===== config.mk =====
export PLATFORM = sky130hd
export DESIGN_NAME = obb_sat_back
export DESIGN_NICKNAME = d
export VERILOG_FILES = /design/src/sv/obb_sat_pkg.sv /design/src/sv/obb_sat_back.sv
export SDC_FILE = /design/constraint.sdc
export NUM_CORES = 2
export LEC_CHECK = 0
export BUFFER_PORTS_ARGS = -buffer_cell sky130_fd_sc_hd__buf_2
export CAP_MARGIN = 20
export CORE_ASPECT_RATIO = 1.25
export CORE_MARGIN = 5
export CORE_UTILIZATION = 60
export DETAILED_ROUTE_END_ITERATION = 7
export PLACE_DENSITY = 0.81
export SYNTH_ARGS = -nofsm -noshare
export SYNTH_HDL_FRONTEND = slang
export SYNTH_SLANG_ARGS = --single-unit

===== constraint.sdc =====
create_clock -name clk -period 15.6 [get_ports clk]
set_input_delay 3.12 -clock clk [delete_from_list [all_inputs] [get_ports clk]]
set_output_delay 3.12 -clock clk [all_outputs]
set_load 0.02 [all_outputs]

===== src/sv/obb_sat_pkg.sv =====
// ----------------------------------------------------------------------------
// obb_sat_pkg
// Widths, types and codes shared by the separating axis test modules.
// ----------------------------------------------------------------------------
`timescale 1ns / 1ps
`default_nettype none

package obb_sat_pkg;

    // Fixed point format of all coordinates and half extents.
    localparam int FRAC_BITS     = 16;
    localparam int COORD_W       = 32;
    localparam int HALF_W        = 31;
    localparam int AXES_PER_BOX  = 3;

    // Datapath widths; every value is kept exact.
    localparam int DIFF_W        = COORD_W + 1;          // center difference
    localparam int UVEC_W        = 2 * COORD_W + 1;      // cross product component
    localparam int DIG_W         = 32;                   // multiplier digit
    localparam int DIGITS        = 3;
    localparam int MAG_W         = DIG_W * DIGITS;       // magnitude of operand a
    localparam int MA_W          = MAG_W + 1;
    localparam int MB_W          = DIFF_W;
    localparam int PROD_W        = MAG_W + MB_W + 1;
    localparam int ACC_W         = PROD_W + 2;
    localparam int DIST_W        = MAG_W + 1;
    localparam int RAD_W         = ACC_W;

    // Axis numbering: face axes of the first box, of the second box, then crosses.
    localparam int NUM_AXES      = 15;
    localparam int AXIS_W        = $clog2(NUM_AXES);
    localparam int FACE_B_FIRST  = AXES_PER_BOX;
    localparam int CROSS_FIRST   = 2 * AXES_PER_BOX;
    localparam int NUM_EDGES     = 2 * AXES_PER_BOX;
    localparam int EDGE_W        = $clog2(NUM_EDGES + 1);

    localparam int QUEUE_DEPTH   = 2;

    localparam logic [1:0] KIND_CENTER = 2'd0;

    typedef logic signed [COORD_W-1:0] coord_t;
    typedef logic [HALF_W-1:0]         half_t;

    // One classified loading item as it travels from front to back.
    typedef struct packed {
        logic       box;
        logic       is_center;
        logic [1:0] slot;
        coord_t     x;
        coord_t     y;
        coord_t     z;
        half_t      h;
        logic       last;
    } cmd_t;

    typedef struct packed {
        logic                     start;
        logic signed [MA_W-1:0]   a;
        logic signed [MB_W-1:0]   b;
    } mul_req_t;

    typedef struct packed {
        logic                     done;
        logic signed [PROD_W-1:0] prod;
    } mul_rsp_t;

    typedef enum logic [1:0] {
        MUL_IDLE,
        MUL_RUN,
        MUL_FIX
    } mul_state_t;

    typedef enum logic [3:0] {
        B_IDLE,
        B_INIT,
        B_AXIS,
        B_XMUL,
        B_XWAIT,
        B_DIST,
        B_DWAIT,
        B_PSEL,
        B_PMUL,
        B_PWAIT,
        B_HMUL,
        B_HWAIT,
        B_CMP,
        B_DONE
    } back_state_t;

endpackage

`default_nettype wire


===== src/sv/obb_sat_back.sv =====
// ----------------------------------------------------------------------------
// obb_sat_back
// Box stores and the sequencer that runs the fifteen axis tests.
// ----------------------------------------------------------------------------
`timescale 1ns / 1ps
`default_nettype none

module obb_sat_back (
    input  wire logic                  clk,
    input  wire logic                  rst_n,
    input  wire logic                  cmd_valid,
    output logic                       cmd_ready,
    input  wire obb_sat_pkg::cmd_t     cmd,
    output obb_sat_pkg::mul_req_t      mul_req,
    input  wire obb_sat_pkg::mul_rsp_t mul_rsp,
    output logic                       out_valid,
    input  wire logic                  out_ready,
    output logic                       collide
);

    localparam int AXIS_W = obb_sat_pkg::AXIS_W;
    localparam int EDGE_W = obb_sat_pkg::EDGE_W;
    localparam int ACC_W  = obb_sat_pkg::ACC_W;
    localparam int RAD_W  = obb_sat_pkg::RAD_W;
    localparam int MAG_W  = obb_sat_pkg::MAG_W;

    function automatic logic [1:0] comp_next(input logic [1:0] c);
        logic [1:0] r;
        case (c)
            2'd0:    r = 2'd1;
            2'd1:    r = 2'd2;
            default: r = 2'd0;
        endcase
        return r;
    endfunction

    // Index of the first box's axis within a cross product axis number.
    function automatic logic [1:0] cross_a(input logic [AXIS_W-1:0] t);
        logic [AXIS_W-1:0] n;
        logic [1:0]        r;
        n = t - AXIS_W'(obb_sat_pkg::CROSS_FIRST);
        if (n >= AXIS_W'(2 * obb_sat_pkg::AXES_PER_BOX))
            r = 2'd2;
        else if (n >= AXIS_W'(obb_sat_pkg::AXES_PER_BOX))
            r = 2'd1;
        else
            r = 2'd0;
        return r;
    endfunction

    function automatic logic [1:0] cross_b(input logic [AXIS_W-1:0] t);
        logic [AXIS_W-1:0] n;
        logic [AXIS_W-1:0] r;
        n = t - AXIS_W'(obb_sat_pkg::CROSS_FIRST);
        r = n - AXIS_W'(obb_sat_pkg::AXES_PER_BOX) * AXIS_W'(cross_a(t));
        return r[1:0];
    endfunction

    // Whether box axis k contributes to the projected radius on test axis t.
    function automatic logic edge_used(input logic [AXIS_W-1:0] t,
                                       input logic [EDGE_W-1:0] k);
        logic              on_a;
        logic [EDGE_W-1:0] kb;
        logic              r;
        on_a = (k < EDGE_W'(obb_sat_pkg::AXES_PER_BOX));
        kb   = k - EDGE_W'(obb_sat_pkg::AXES_PER_BOX);
        if (t < AXIS_W'(obb_sat_pkg::FACE_B_FIRST))
            r = !on_a;
        else if (t < AXIS_W'(obb_sat_pkg::CROSS_FIRST))
            r = on_a;
        else if (on_a)
            r = (k[1:0] != cross_a(t));
        else
            r = (kb[1:0] != cross_b(t));
        return r;
    endfunction

    obb_sat_pkg::back_state_t state_reg, state_next;

    // Box stores.
    obb_sat_pkg::coord_t ca_reg  [3];
    obb_sat_pkg::coord_t cb_reg  [3];
    obb_sat_pkg::coord_t axa_reg [3][3];
    obb_sat_pkg::coord_t axb_reg [3][3];
    obb_sat_pkg::half_t  ha_reg  [3];
    obb_sat_pkg::half_t  hb_reg  [3];

    // Working registers.
    logic signed [obb_sat_pkg::DIFF_W-1:0] d_reg [3], d_next [3];
    logic signed [obb_sat_pkg::UVEC_W-1:0] u_reg [3], u_next [3];
    logic signed [ACC_W-1:0]               acc_reg, acc_next;
    logic [obb_sat_pkg::DIST_W-1:0]        dist_reg, dist_next;
    logic [RAD_W-1:0]                      rad_reg, rad_next;
    logic [AXIS_W-1:0]                     t_reg, t_next;
    logic [EDGE_W-1:0]                     k_reg, k_next;
    logic [1:0]                            c_reg, c_next;
    logic                                  sub_reg, sub_next;
    logic                                  res_reg, res_next;
    logic                                  out_valid_reg, out_valid_next;
    logic                                  collide_reg, collide_next;

    logic [1:0]              ia, ib;
    obb_sat_pkg::coord_t     axa_rd [3];
    obb_sat_pkg::coord_t     axb_rd [3];
    obb_sat_pkg::half_t      ha_rd, hb_rd;
    logic [1:0]              c1, c2;
    logic signed [ACC_W-1:0] prod_ext;
    logic signed [ACC_W-1:0] dot_sum;
    logic signed [ACC_W-1:0] dot_abs;
    logic signed [ACC_W-1:0] acc_abs;
    logic [RAD_W-1:0]        dist_sh;
    logic                    separated;
    logic                    face_a, face_b, k_on_a;
    logic                    c_last, out_free;
    logic                    store_wr;

    // One read port on each box's axis store, steered by the sequencer state.
    always_comb
    begin
        case (state_reg)
            obb_sat_pkg::B_AXIS:
            begin
                ia = t_reg[1:0];
                ib = 2'(t_reg - AXIS_W'(obb_sat_pkg::FACE_B_FIRST));
            end
            obb_sat_pkg::B_XMUL:
            begin
                ia = cross_a(t_reg);
                ib = cross_b(t_reg);
            end
            default:
            begin
                ia = k_reg[1:0];
                ib = 2'(k_reg - EDGE_W'(obb_sat_pkg::AXES_PER_BOX));
            end
        endcase
    end

    always_comb
    begin
        for (int n = 0; n < 3; n++)
        begin
            axa_rd[n] = axa_reg[ia][n];
            axb_rd[n] = axb_reg[ib][n];
        end
    end

    assign ha_rd     = ha_reg[ia];
    assign hb_rd     = hb_reg[ib];
    assign c1        = comp_next(c_reg);
    assign c2        = comp_next(c1);
    assign c_last    = (c_reg == 2'd2);
    assign prod_ext  = ACC_W'(mul_rsp.prod);
    assign dot_sum   = (c_reg == 2'd0) ? prod_ext : acc_reg + prod_ext;
    assign dot_abs   = dot_sum[ACC_W-1] ? -dot_sum : dot_sum;
    assign acc_abs   = acc_reg[ACC_W-1] ? -acc_reg : acc_reg;
    assign dist_sh   = RAD_W'(dist_reg) << obb_sat_pkg::FRAC_BITS;
    assign separated = (dist_sh > rad_reg);
    assign face_a    = (t_reg < AXIS_W'(obb_sat_pkg::FACE_B_FIRST));
    assign face_b    = !face_a && (t_reg < AXIS_W'(obb_sat_pkg::CROSS_FIRST));
    assign k_on_a    = (k_reg < EDGE_W'(obb_sat_pkg::AXES_PER_BOX));
    assign out_free  = !out_valid_reg || out_ready;
    assign cmd_ready = (state_reg == obb_sat_pkg::B_IDLE);
    assign store_wr  = cmd_valid && cmd_ready;

    // Next state.
    always_comb
    begin
        state_next = state_reg;
        case (state_reg)
            obb_sat_pkg::B_IDLE:
                if (store_wr && cmd.last)
                    state_next = obb_sat_pkg::B_INIT;
            obb_sat_pkg::B_INIT:
                state_next = obb_sat_pkg::B_AXIS;
            obb_sat_pkg::B_AXIS:
                state_next = (face_a || face_b) ? obb_sat_pkg::B_DIST : obb_sat_pkg::B_XMUL;
            obb_sat_pkg::B_XMUL:
                state_next = obb_sat_pkg::B_XWAIT;
            obb_sat_pkg::B_XWAIT:
                if (mul_rsp.done)
                    state_next = (sub_reg && c_last) ? obb_sat_pkg::B_DIST
                                                     : obb_sat_pkg::B_XMUL;
            obb_sat_pkg::B_DIST:
                state_next = obb_sat_pkg::B_DWAIT;
            obb_sat_pkg::B_DWAIT:
                if (mul_rsp.done)
                    state_next = c_last ? obb_sat_pkg::B_PSEL : obb_sat_pkg::B_DIST;
            obb_sat_pkg::B_PSEL:
                if (k_reg == EDGE_W'(obb_sat_pkg::NUM_EDGES))
                    state_next = obb_sat_pkg::B_CMP;
                else if (edge_used(t_reg, k_reg))
                    state_next = obb_sat_pkg::B_PMUL;
            obb_sat_pkg::B_PMUL:
                state_next = obb_sat_pkg::B_PWAIT;
            obb_sat_pkg::B_PWAIT:
                if (mul_rsp.done)
                    state_next = c_last ? obb_sat_pkg::B_HMUL : obb_sat_pkg::B_PMUL;
            obb_sat_pkg::B_HMUL:
                state_next = obb_sat_pkg::B_HWAIT;
            obb_sat_pkg::B_HWAIT:
                if (mul_rsp.done)
                    state_next = obb_sat_pkg::B_PSEL;
            obb_sat_pkg::B_CMP:
                if (separated || t_reg == AXIS_W'(obb_sat_pkg::NUM_AXES - 1))
                    state_next = obb_sat_pkg::B_DONE;
                else
                    state_next = obb_sat_pkg::B_AXIS;
            obb_sat_pkg::B_DONE:
                if (out_free)
                    state_next = obb_sat_pkg::B_IDLE;
            default:
                state_next = obb_sat_pkg::B_IDLE;
        endcase
    end

    // Datapath and multiplier requests.
    always_comb
    begin
        d_next         = d_reg;
        u_next         = u_reg;
        acc_next       = acc_reg;
        dist_next      = dist_reg;
        rad_next       = rad_reg;
        t_next         = t_reg;
        k_next         = k_reg;
        c_next         = c_reg;
        sub_next       = sub_reg;
        res_next       = res_reg;
        out_valid_next = out_valid_reg && !out_ready;
        collide_next   = collide_reg;
        mul_req        = '0;
        case (state_reg)
            obb_sat_pkg::B_INIT:
            begin
                for (int n = 0; n < 3; n++)
                begin
                    d_next[n] = obb_sat_pkg::DIFF_W'(ca_reg[n])
                              - obb_sat_pkg::DIFF_W'(cb_reg[n]);
                end
                t_next = '0;
            end
            obb_sat_pkg::B_AXIS:
            begin
                c_next   = '0;
                sub_next = 1'b0;
                rad_next = '0;
                // On a face axis the box's own radius is its half extent.
                if (face_a)
                begin
                    for (int n = 0; n < 3; n++)
                        u_next[n] = obb_sat_pkg::UVEC_W'(axa_rd[n]);
                    rad_next = RAD_W'(ha_rd) << (2 * obb_sat_pkg::FRAC_BITS);
                end
                else if (face_b)
                begin
                    for (int n = 0; n < 3; n++)
                        u_next[n] = obb_sat_pkg::UVEC_W'(axb_rd[n]);
                    rad_next = RAD_W'(hb_rd) << (2 * obb_sat_pkg::FRAC_BITS);
                end
            end
            obb_sat_pkg::B_XMUL:
            begin
                mul_req.start = 1'b1;
                mul_req.a = obb_sat_pkg::MA_W'(sub_reg ? axa_rd[c2] : axa_rd[c1]);
                mul_req.b = obb_sat_pkg::MB_W'(sub_reg ? axb_rd[c1] : axb_rd[c2]);
            end
            obb_sat_pkg::B_XWAIT:
            begin
                if (mul_rsp.done)
                begin
                    if (!sub_reg)
                    begin
                        acc_next = prod_ext;
                        sub_next = 1'b1;
                    end
                    else
                    begin
                        u_next[c_reg] = obb_sat_pkg::UVEC_W'(acc_reg - prod_ext);
                        sub_next      = 1'b0;
                        c_next        = c_last ? 2'd0 : c1;
                    end
                end
            end
            obb_sat_pkg::B_DIST:
            begin
                mul_req.start = 1'b1;
                mul_req.a     = obb_sat_pkg::MA_W'(u_reg[c_reg]);
                mul_req.b     = d_reg[c_reg];
            end
            obb_sat_pkg::B_DWAIT:
            begin
                if (mul_rsp.done)
                begin
                    acc_next = dot_sum;
                    if (c_last)
                    begin
                        dist_next = dot_abs[obb_sat_pkg::DIST_W-1:0];
                        k_next    = '0;
                        c_next    = 2'd0;
                    end
                    else
                    begin
                        c_next = c1;
                    end
                end
            end
            obb_sat_pkg::B_PSEL:
            begin
                c_next = 2'd0;
                if (k_reg != EDGE_W'(obb_sat_pkg::NUM_EDGES) && !edge_used(t_reg, k_reg))
                    k_next = k_reg + EDGE_W'(1);
            end
            obb_sat_pkg::B_PMUL:
            begin
                mul_req.start = 1'b1;
                mul_req.a     = obb_sat_pkg::MA_W'(u_reg[c_reg]);
                mul_req.b     = obb_sat_pkg::MB_W'(k_on_a ? axa_rd[c_reg] : axb_rd[c_reg]);
            end
            obb_sat_pkg::B_PWAIT:
            begin
                if (mul_rsp.done)
                begin
                    acc_next = dot_sum;
                    c_next   = c_last ? 2'd0 : c1;
                end
            end
            obb_sat_pkg::B_HMUL:
            begin
                mul_req.start = 1'b1;
                mul_req.a     = $signed({1'b0, acc_abs[MAG_W-1:0]});
                mul_req.b     = $signed(obb_sat_pkg::MB_W'(k_on_a ? ha_rd : hb_rd));
            end
            obb_sat_pkg::B_HWAIT:
            begin
                if (mul_rsp.done)
                begin
                    rad_next = rad_reg + RAD_W'(mul_rsp.prod);
                    k_next   = k_reg + EDGE_W'(1);
                end
            end
            obb_sat_pkg::B_CMP:
            begin
                res_next = !separated;
                if (!separated && t_reg != AXIS_W'(obb_sat_pkg::NUM_AXES - 1))
                    t_next = t_reg + AXIS_W'(1);
            end
            obb_sat_pkg::B_DONE:
            begin
                if (out_free)
                begin
                    out_valid_next = 1'b1;
                    collide_next   = res_reg;
                end
            end
            default:
            begin
                res_next = res_reg;
            end
        endcase
    end

    always_ff @(posedge clk or negedge rst_n)
    begin
        if (!rst_n)
        begin
            state_reg     <= obb_sat_pkg::B_IDLE;
            t_reg         <= '0;
            k_reg         <= '0;
            c_reg         <= '0;
            sub_reg       <= 1'b0;
            out_valid_reg <= 1'b0;
        end
        else
        begin
            state_reg     <= state_next;
            t_reg         <= t_next;
            k_reg         <= k_next;
            c_reg         <= c_next;
            sub_reg       <= sub_next;
            out_valid_reg <= out_valid_next;
        end
    end

    always_ff @(posedge clk)
    begin
        d_reg       <= d_next;
        u_reg       <= u_next;
        acc_reg     <= acc_next;
        dist_reg    <= dist_next;
        rad_reg     <= rad_next;
        res_reg     <= res_next;
        collide_reg <= collide_next;
    end

    // Store writes, one item per cycle while the sequencer is idle.
    always_ff @(posedge clk)
    begin
        if (store_wr)
        begin
            if (cmd.is_center)
            begin
                if (cmd.box)
                begin
                    cb_reg[0] <= cmd.x;
                    cb_reg[1] <= cmd.y;
                    cb_reg[2] <= cmd.z;
                end
                else
                begin
                    ca_reg[0] <= cmd.x;
                    ca_reg[1] <= cmd.y;
                    ca_reg[2] <= cmd.z;
                end
            end
            else if (cmd.box)
            begin
                axb_reg[cmd.slot][0] <= cmd.x;
                axb_reg[cmd.slot][1] <= cmd.y;
                axb_reg[cmd.slot][2] <= cmd.z;
                hb_reg[cmd.slot]     <= cmd.h;
            end
            else
            begin
                axa_reg[cmd.slot][0] <= cmd.x;
                axa_reg[cmd.slot][1] <= cmd.y;
                axa_reg[cmd.slot][2] <= cmd.z;
                ha_reg[cmd.slot]     <= cmd.h;
            end
        end
    end

    assign out_valid = out_valid_reg;
    assign collide   = collide_reg;

endmodule

`default_nettype wire


Word-level counts from Yosys, hierarchy flattened
Memory sizes are Yosys's and may differ from the RTL's.
Index checks and enable logic that the tools add are counted.
Operators by class
  bitwise operators: 3
  reductions and logical operators: 38
  multipliers: 3
  order comparisons: 10
  multiplexer cells: 121
  add/sub/neg operators: 16
  equality and inequality tests: 38
Operators with widths (number)
  $mux 195: 4
  $mux 132: 5
  $pmux 132 s2: 2
  $pmux 131 s4: 1
  $pmux 195 s2: 1
  $bmux 32 s2: 6
  $mux 32: 12
  $bwmux 195: 1
  $mux 65: 3
  $mux 97: 2
  $add 132x130->132: 1
  $add 132x132->132: 1
  $gt 113x132->1: 1
  $mux 33: 4
  $bmux 65 s2: 1
  $demux 65 s2: 1
  $mux 63: 2
  $sub 32x32->33: 3
  $neg 97->97: 1
  $mux 96: 1
  $neg 96->96: 1
  $bmux 33 s2: 1
  $sub 65x65->65: 1
  $pmux 4 s14: 1
  other kinds (49): 172
Word-level totals
  memory bits (writable): 954
  logic and storage cells: 252
  output and inout port bits: 134
  memories kept: 6
  bits in registers: 672
  input port bits: 267
Memory list
  axa_reg: words 3, width 96, read ports 1, clocked after memory_dff 0, write ports 1, RTL line obb_sat_back.sv:83  | obb_sat_pkg::coord_t axa_reg [3][3];
  axb_reg: words 3, width 96, read ports 1, clocked after memory_dff 0, write ports 1, RTL line obb_sat_back.sv:84  | obb_sat_pkg::coord_t axb_reg [3][3];
  ca_reg: words 3, width 32, read ports 3, clocked after memory_dff 0, write ports 3, RTL line obb_sat_back.sv:81  | obb_sat_pkg::coord_t ca_reg [3];
  cb_reg: words 3, width 32, read ports 3, clocked after memory_dff 0, write ports 3, RTL line obb_sat_back.sv:82  | obb_sat_pkg::coord_t cb_reg [3];
  ha_reg: words 3, width 31, read ports 1, clocked after memory_dff 0, write ports 1, RTL line obb_sat_back.sv:85  | obb_sat_pkg::half_t ha_reg [3];
  hb_reg: words 3, width 31, read ports 1, clocked after memory_dff 0, write ports 1, RTL line obb_sat_back.sv:86  | obb_sat_pkg::half_t hb_reg [3];

Longest topological paths before layout
  depth in word-level cells: 20
  depth in mapped cells: 30
  gate-level depth less buffers: 23

Worst setup path before layout
OpenSTA, ideal clock, no wires.
  path kind: input to register
  from: in cmd_valid
  to: mem axb_reg[0][0] (netlist name) (enable)
  arrival: 11.968 ns
  cell stages on the path: 4
  path buffers: 0
  required time: 14.830 ns
  slack: 2.862 ns
  library setup time: 0.770 ns
  cell sequence: nand2_1 -> nor2_1 -> nand2_1 -> nor3_1
Between the ends
  cells in the longest elaborated chain, start to end: 3
Ends and longest elaborated chain
  start, declared: RTL line obb_sat_back.sv:11  | input wire logic cmd_valid,
  $logic_and 1x1->1: RTL line obb_sat_back.sv:164  | assign store_wr = cmd_valid && cmd_ready;
  $mux 1: RTL line obb_sat_back.sv:399  | if (store_wr)
  $mux 1 (not written as such): RTL line obb_sat_back.sv:420  | axb_reg[cmd.slot][2] <= cmd.z;
  end, declared: RTL line obb_sat_back.sv:84
No other way between the ends.

==> metrics.log <==
INFO  metric final_cell_area = 110000 sq um
INFO  metric chipWidth = between 300 and 400 microns
INFO  metric intPower = 11.1 mW
INFO  metric end_kind = output pin
INFO  metric design.final.nets = 10857
INFO  metric power.static_leakage = 42.5 nW
INFO  metric layout.cells.non_filler = between 10000 and 15000
INFO  metric dieHeight = 468 microns
INFO  metric clock_sink_count = 1626
INFO  metric grt_overflow_total = 0
INFO  metric synth_cell_types = between 100 and 150
INFO  metric most-common-layout-cells = sky130_fd_sc_hd__edfxtp_1 (1611), sky130_fd_sc_hd__a21oi_1 (908), sky130_fd_sc_hd__o21ai_0 (870)
INFO  metric power_frac_seq = 30.4%
INFO  metric wl_met3 = slightly below 40 mm
INFO  metric cts-htree-levels = 4
INFO  metric min_path_cells = 0
INFO  metric grt_pass1_vias = about 81000
INFO  metric fmax = 93.5 MHz
INFO  metric comb_power_share = 49.8%
INFO  metric drt_pass1_iterations = 8
INFO  metric path_class = reg2out
INFO  metric hold_end = collide$_DFFE_PP_
INFO  metric worst_r2r_path_depth = 19
INFO  metric tritoncts.num_buffers = ~160
INFO  metric drive_gt1_share = 9.20%
INFO  metric layout.cells.most_common = sky130_fd_sc_hd__edfxtp_1
INFO  metric initial_cell_density_of_the_core = about three fifths
INFO  metric slew_violations = 0
INFO  metric crit_required = 12480 ps
INFO  metric timing_worst_slew_pin_value = 1440 ps
INFO  metric dpl.cell_count = 12089
INFO  metric finalCritPeriodShare = between 60% and 70%
INFO  metric maxCapViolCount = 0
INFO  metric synth.avg_cell_area = around 10 sq um
INFO  metric worst_ir_drop_vdd = 0.000201 V
INFO  metric cts_setup_buffers = 0
INFO  metric final-hold-violation-count = 0
INFO  metric clk-insertion-delay-late = 870 ps
INFO  metric yosys_most_used_dff = sky130_fd_sc_hd__edfxtp_1
INFO  metric dieArea = 176000 sq um
INFO  metric number_of_design_rule_violations_left_by_the_first_detailed_router_iteration = around 11000
INFO  metric worst-r2r-setup-slack = 7650 ps
INFO  metric flow.area_growth_from_synthesis = 9.94%
INFO  metric critPathArrivalTime = 7570 ps
INFO  metric grt_antenna_before_repair = 74
INFO  metric syn_area = 100000 sq um
INFO  metric n_fill_cell = 12955
INFO  metric path_max_fanout = 86
INFO  metric drc = 23
INFO  metric wirelength_met1 = 124 mm
INFO  metric first_pass_grt_wire_length = 540 mm
INFO  metric maxSlewHeadroom = 3.75%
INFO  metric ctsResizeCount = 0
INFO  metric groute.usage.overall = 41.8%
INFO  metric core_area = 167000 sq um
INFO  metric hold-worst-slack = 455 ps
INFO  metric pin_count_of_the_biggest_net_entering_global_routing = 143
INFO  metric placedInstanceArea = 105000 sq um
INFO  metric rsz0062_at_grt = false
INFO  metric number_of_synthesized_flops_with_an_enable_pin = 1611
INFO  metric reg2reg_to = dist_reg[17]$_DFFE_PP_
INFO  metric cts.hold.buffers_added = 0
INFO  metric finClkSkew = approximately 51 ps
INFO  metric p_switching = between 9 and 10 mW
INFO  metric average_wire_per_cell_in_the_routed_design = 30.5 microns
INFO  metric num_io_pins = 401
INFO  metric route.detailed.vias_per_inst = 6.78
INFO  metric finalSetupViolations = 0
INFO  metric run_status = complete, but fails checks
INFO  metric power.density = 183 nW/um^2
INFO  metric met2RoutedLength = 175 mm
INFO  metric synth.net_count = 10658
INFO  metric ctsLongestPathBuffers = 3
INFO  metric min-delay-path-class = reg2reg
INFO  metric cts_tree = done
INFO  metric post-layout-total-power = 20.2 mW
INFO  metric floorplan.rows = 168
INFO  metric synth_sequential_area_ratio = 48.5%
INFO  metric reg2reg_from = acc_reg[19]$_DFFE_PP_
INFO  metric vias = 84345
INFO  metric fraction_of_power_consumed_by_the_clock_network = 19.8%
INFO  metric register_bit_total_from_synthesis = roughly 1600
INFO  metric buffer_ports.inserted = 400
INFO  metric synth_cells = between 9000 and 10000
INFO  metric routed_wirelength = around 380 mm
INFO  metric cts.root.buffer_cell = sky130_fd_sc_hd__clkbuf_16
INFO  metric holdCritStartpoint = res_reg$_DFFE_PP_
INFO  metric path_clk_slew = 60 ps
INFO  metric fin_crit = 10690 ps
INFO  metric synth-async-reset-ratio = less than 1%
INFO  metric detailed_place_hpwl = ~280 mm
INFO  metric failed_checks = design-rule violations
INFO  metric sw_frac_of_total = 45.3%
INFO  metric synth-warning-count = 0
INFO  metric gp_congestion = 1.02
INFO  metric final_antenna_net_count = 0
INFO  metric critPathLaunchType = flop
INFO  metric topRoutingLayerUsed = met5
INFO  metric tns = 0 ps
[metal layers]
layer / vias to the layer above / global-route usage [%]
li1: 37051 / -
met1: 40420 / 46.3
met2: 5419 / 67.9
met3: 1437 / 9.72
met4: 18 / 35.8
met5: - / 0
[cells in the mapped netlist (22+ instances only)]
master                        n  area share, %
sky130_fd_sc_hd__o22ai_1    128           0.80
sky130_fd_sc_hd__or3_1       63           0.39
sky130_fd_sc_hd__o211ai_1    61           0.46
sky130_fd_sc_hd__and3_1      43           0.27
sky130_fd_sc_hd__o21bai_1    97           0.72
sky130_fd_sc_hd__nand4_1    110           0.68
sky130_fd_sc_hd__nand2_1    838            3.1
sky130_fd_sc_hd__mux2i_1    651            6.5
sky130_fd_sc_hd__buf_1       66           0.25
sky130_fd_sc_hd__a21oi_1    915            4.6
sky130_fd_sc_hd__o21a_1      48           0.36
sky130_fd_sc_hd__o41ai_1     25           0.22
sky130_fd_sc_hd__a21o_1     234            1.7
sky130_fd_sc_hd__o21ai_1     26           0.13
sky130_fd_sc_hd__or4_1       23           0.17
sky130_fd_sc_hd__edfxtp_1  1611             48
sky130_fd_sc_hd__nor2b_1    115           0.72
sky130_fd_sc_hd__nand2b_1    81           0.50
sky130_fd_sc_hd__ha_1       531            6.6
sky130_fd_sc_hd__a31oi_1     60           0.37
sky130_fd_sc_hd__nor3_1     134           0.67
sky130_fd_sc_hd__inv_1      464            1.7
sky130_fd_sc_hd__o21ai_0    882            4.4
sky130_fd_sc_hd__nand3_1    121           0.60
sky130_fd_sc_hd__xor2_1     200            1.7
sky130_fd_sc_hd__clkbuf_1   447            1.7
sky130_fd_sc_hd__mux2_2      22           0.25
sky130_fd_sc_hd__xnor2_1    365            3.2
sky130_fd_sc_hd__o221ai_1   106           0.92
sky130_fd_sc_hd__a21boi_0    25           0.19
sky130_fd_sc_hd__a211oi_1   100           0.75
sky130_fd_sc_hd__nor2_1     761            2.8
sky130_fd_sc_hd__a221oi_1    38           0.33
sky130_fd_sc_hd__and2_1      35           0.22
sky130_fd_sc_hd__o31ai_1     88           0.66
sky130_fd_sc_hd__nor4_1      61           0.38
sky130_fd_sc_hd__or2_2       22           0.14
[power by group through the flow]
stage                     logic (mW)  registers, mW  clock network (mW)
after floorplan                 6.34           6.07                   0
after global placement          9.44           6.19                   0
after detailed placement        9.66           6.21                   0
after CTS                       9.72           6.13                4.01
after global routing            10.6           6.17                4.21
final                           10.1           6.15                4.01
[logic make-up (layout without fill, tap and decap cells)]
family	Yosys count	after routing	synth area share (%)
compound gates	2980	2980	18.0
buf+inv	1002	1336	3.77
simple gates	2469	2469	11.3
other cells	0	46	0
fa+ha+maj	537	537	6.73
flops	1626	1626	48.5
xor+xnor	567	567	4.96
mux	673	673	6.73
[per-stage QoR]
stage	setup WS, ps	utilization [%]
after CTS	5030	66.0
after detailed placement	5090	62.8
final	4910	66.1
after floorplan	2860	-
after global placement	5000	62.7
after global routing	4630	66.0
[how the worst max path moves through the flow]
stage | from | slack, ps | to | cells past startpoint
floorplan | cmd_valid | 2860 | axb_reg[0][0]$_DFFE_PP_ | 4
global placement | mul_rsp[19] | 5000 | dist_reg[70]$_DFFE_PP_ | 22
detailed placement | mul_rsp[19] | 5090 | dist_reg[17]$_DFFE_PP_ | 21
CTS | t_reg[1]$_DFFE_PN0P_ | 5030 | mul_req[15] | 19
global route | t_reg[1]$_DFFE_PN0P_ | 4630 | mul_req[107] | 18
finish | t_reg[1]$_DFFE_PN0P_ | 4910 | mul_req[15] | 19
[layout make-up]
cell class                 count  area [sq um]  area share (%)
sequential                  1626         48800            44.1
multi-input combinational   7226         48300            43.7
clock buffer                 199          4220            3.82
timing repair buffer         561          3330            3.02
tap                         2210          2770            2.50
inverter                     475          1790            1.62
clock inverter               101          1160            1.05
antenna                       46           115           0.104
[critical path: stages (launching register included)]
cell and delay (ps):
sky130_fd_sc_hd__dfrtp_1 510, sky130_fd_sc_hd__inv_1 170, sky130_fd_sc_hd__ha_1 210, sky130_fd_sc_hd__nand2b_1 140, sky130_fd_sc_hd__a21oi_1 380, sky130_fd_sc_hd__o21a_1 250, sky130_fd_sc_hd__ha_1 260, sky130_fd_sc_hd__ha_1 290
sky130_fd_sc_hd__xnor2_1 260, sky130_fd_sc_hd__a211oi_1 170, sky130_fd_sc_hd__a21oi_4 180, sky130_fd_sc_hd__buf_12 540, sky130_fd_sc_hd__buf_4 800, sky130_fd_sc_hd__mux2i_1 160, sky130_fd_sc_hd__o21ai_0 630, sky130_fd_sc_hd__mux2i_1 160
sky130_fd_sc_hd__o21ai_0 230, sky130_fd_sc_hd__o21ai_0 140, sky130_fd_sc_hd__o21ai_0 710, sky130_fd_sc_hd__buf_2 320
(Power assumes the default switching activity.)
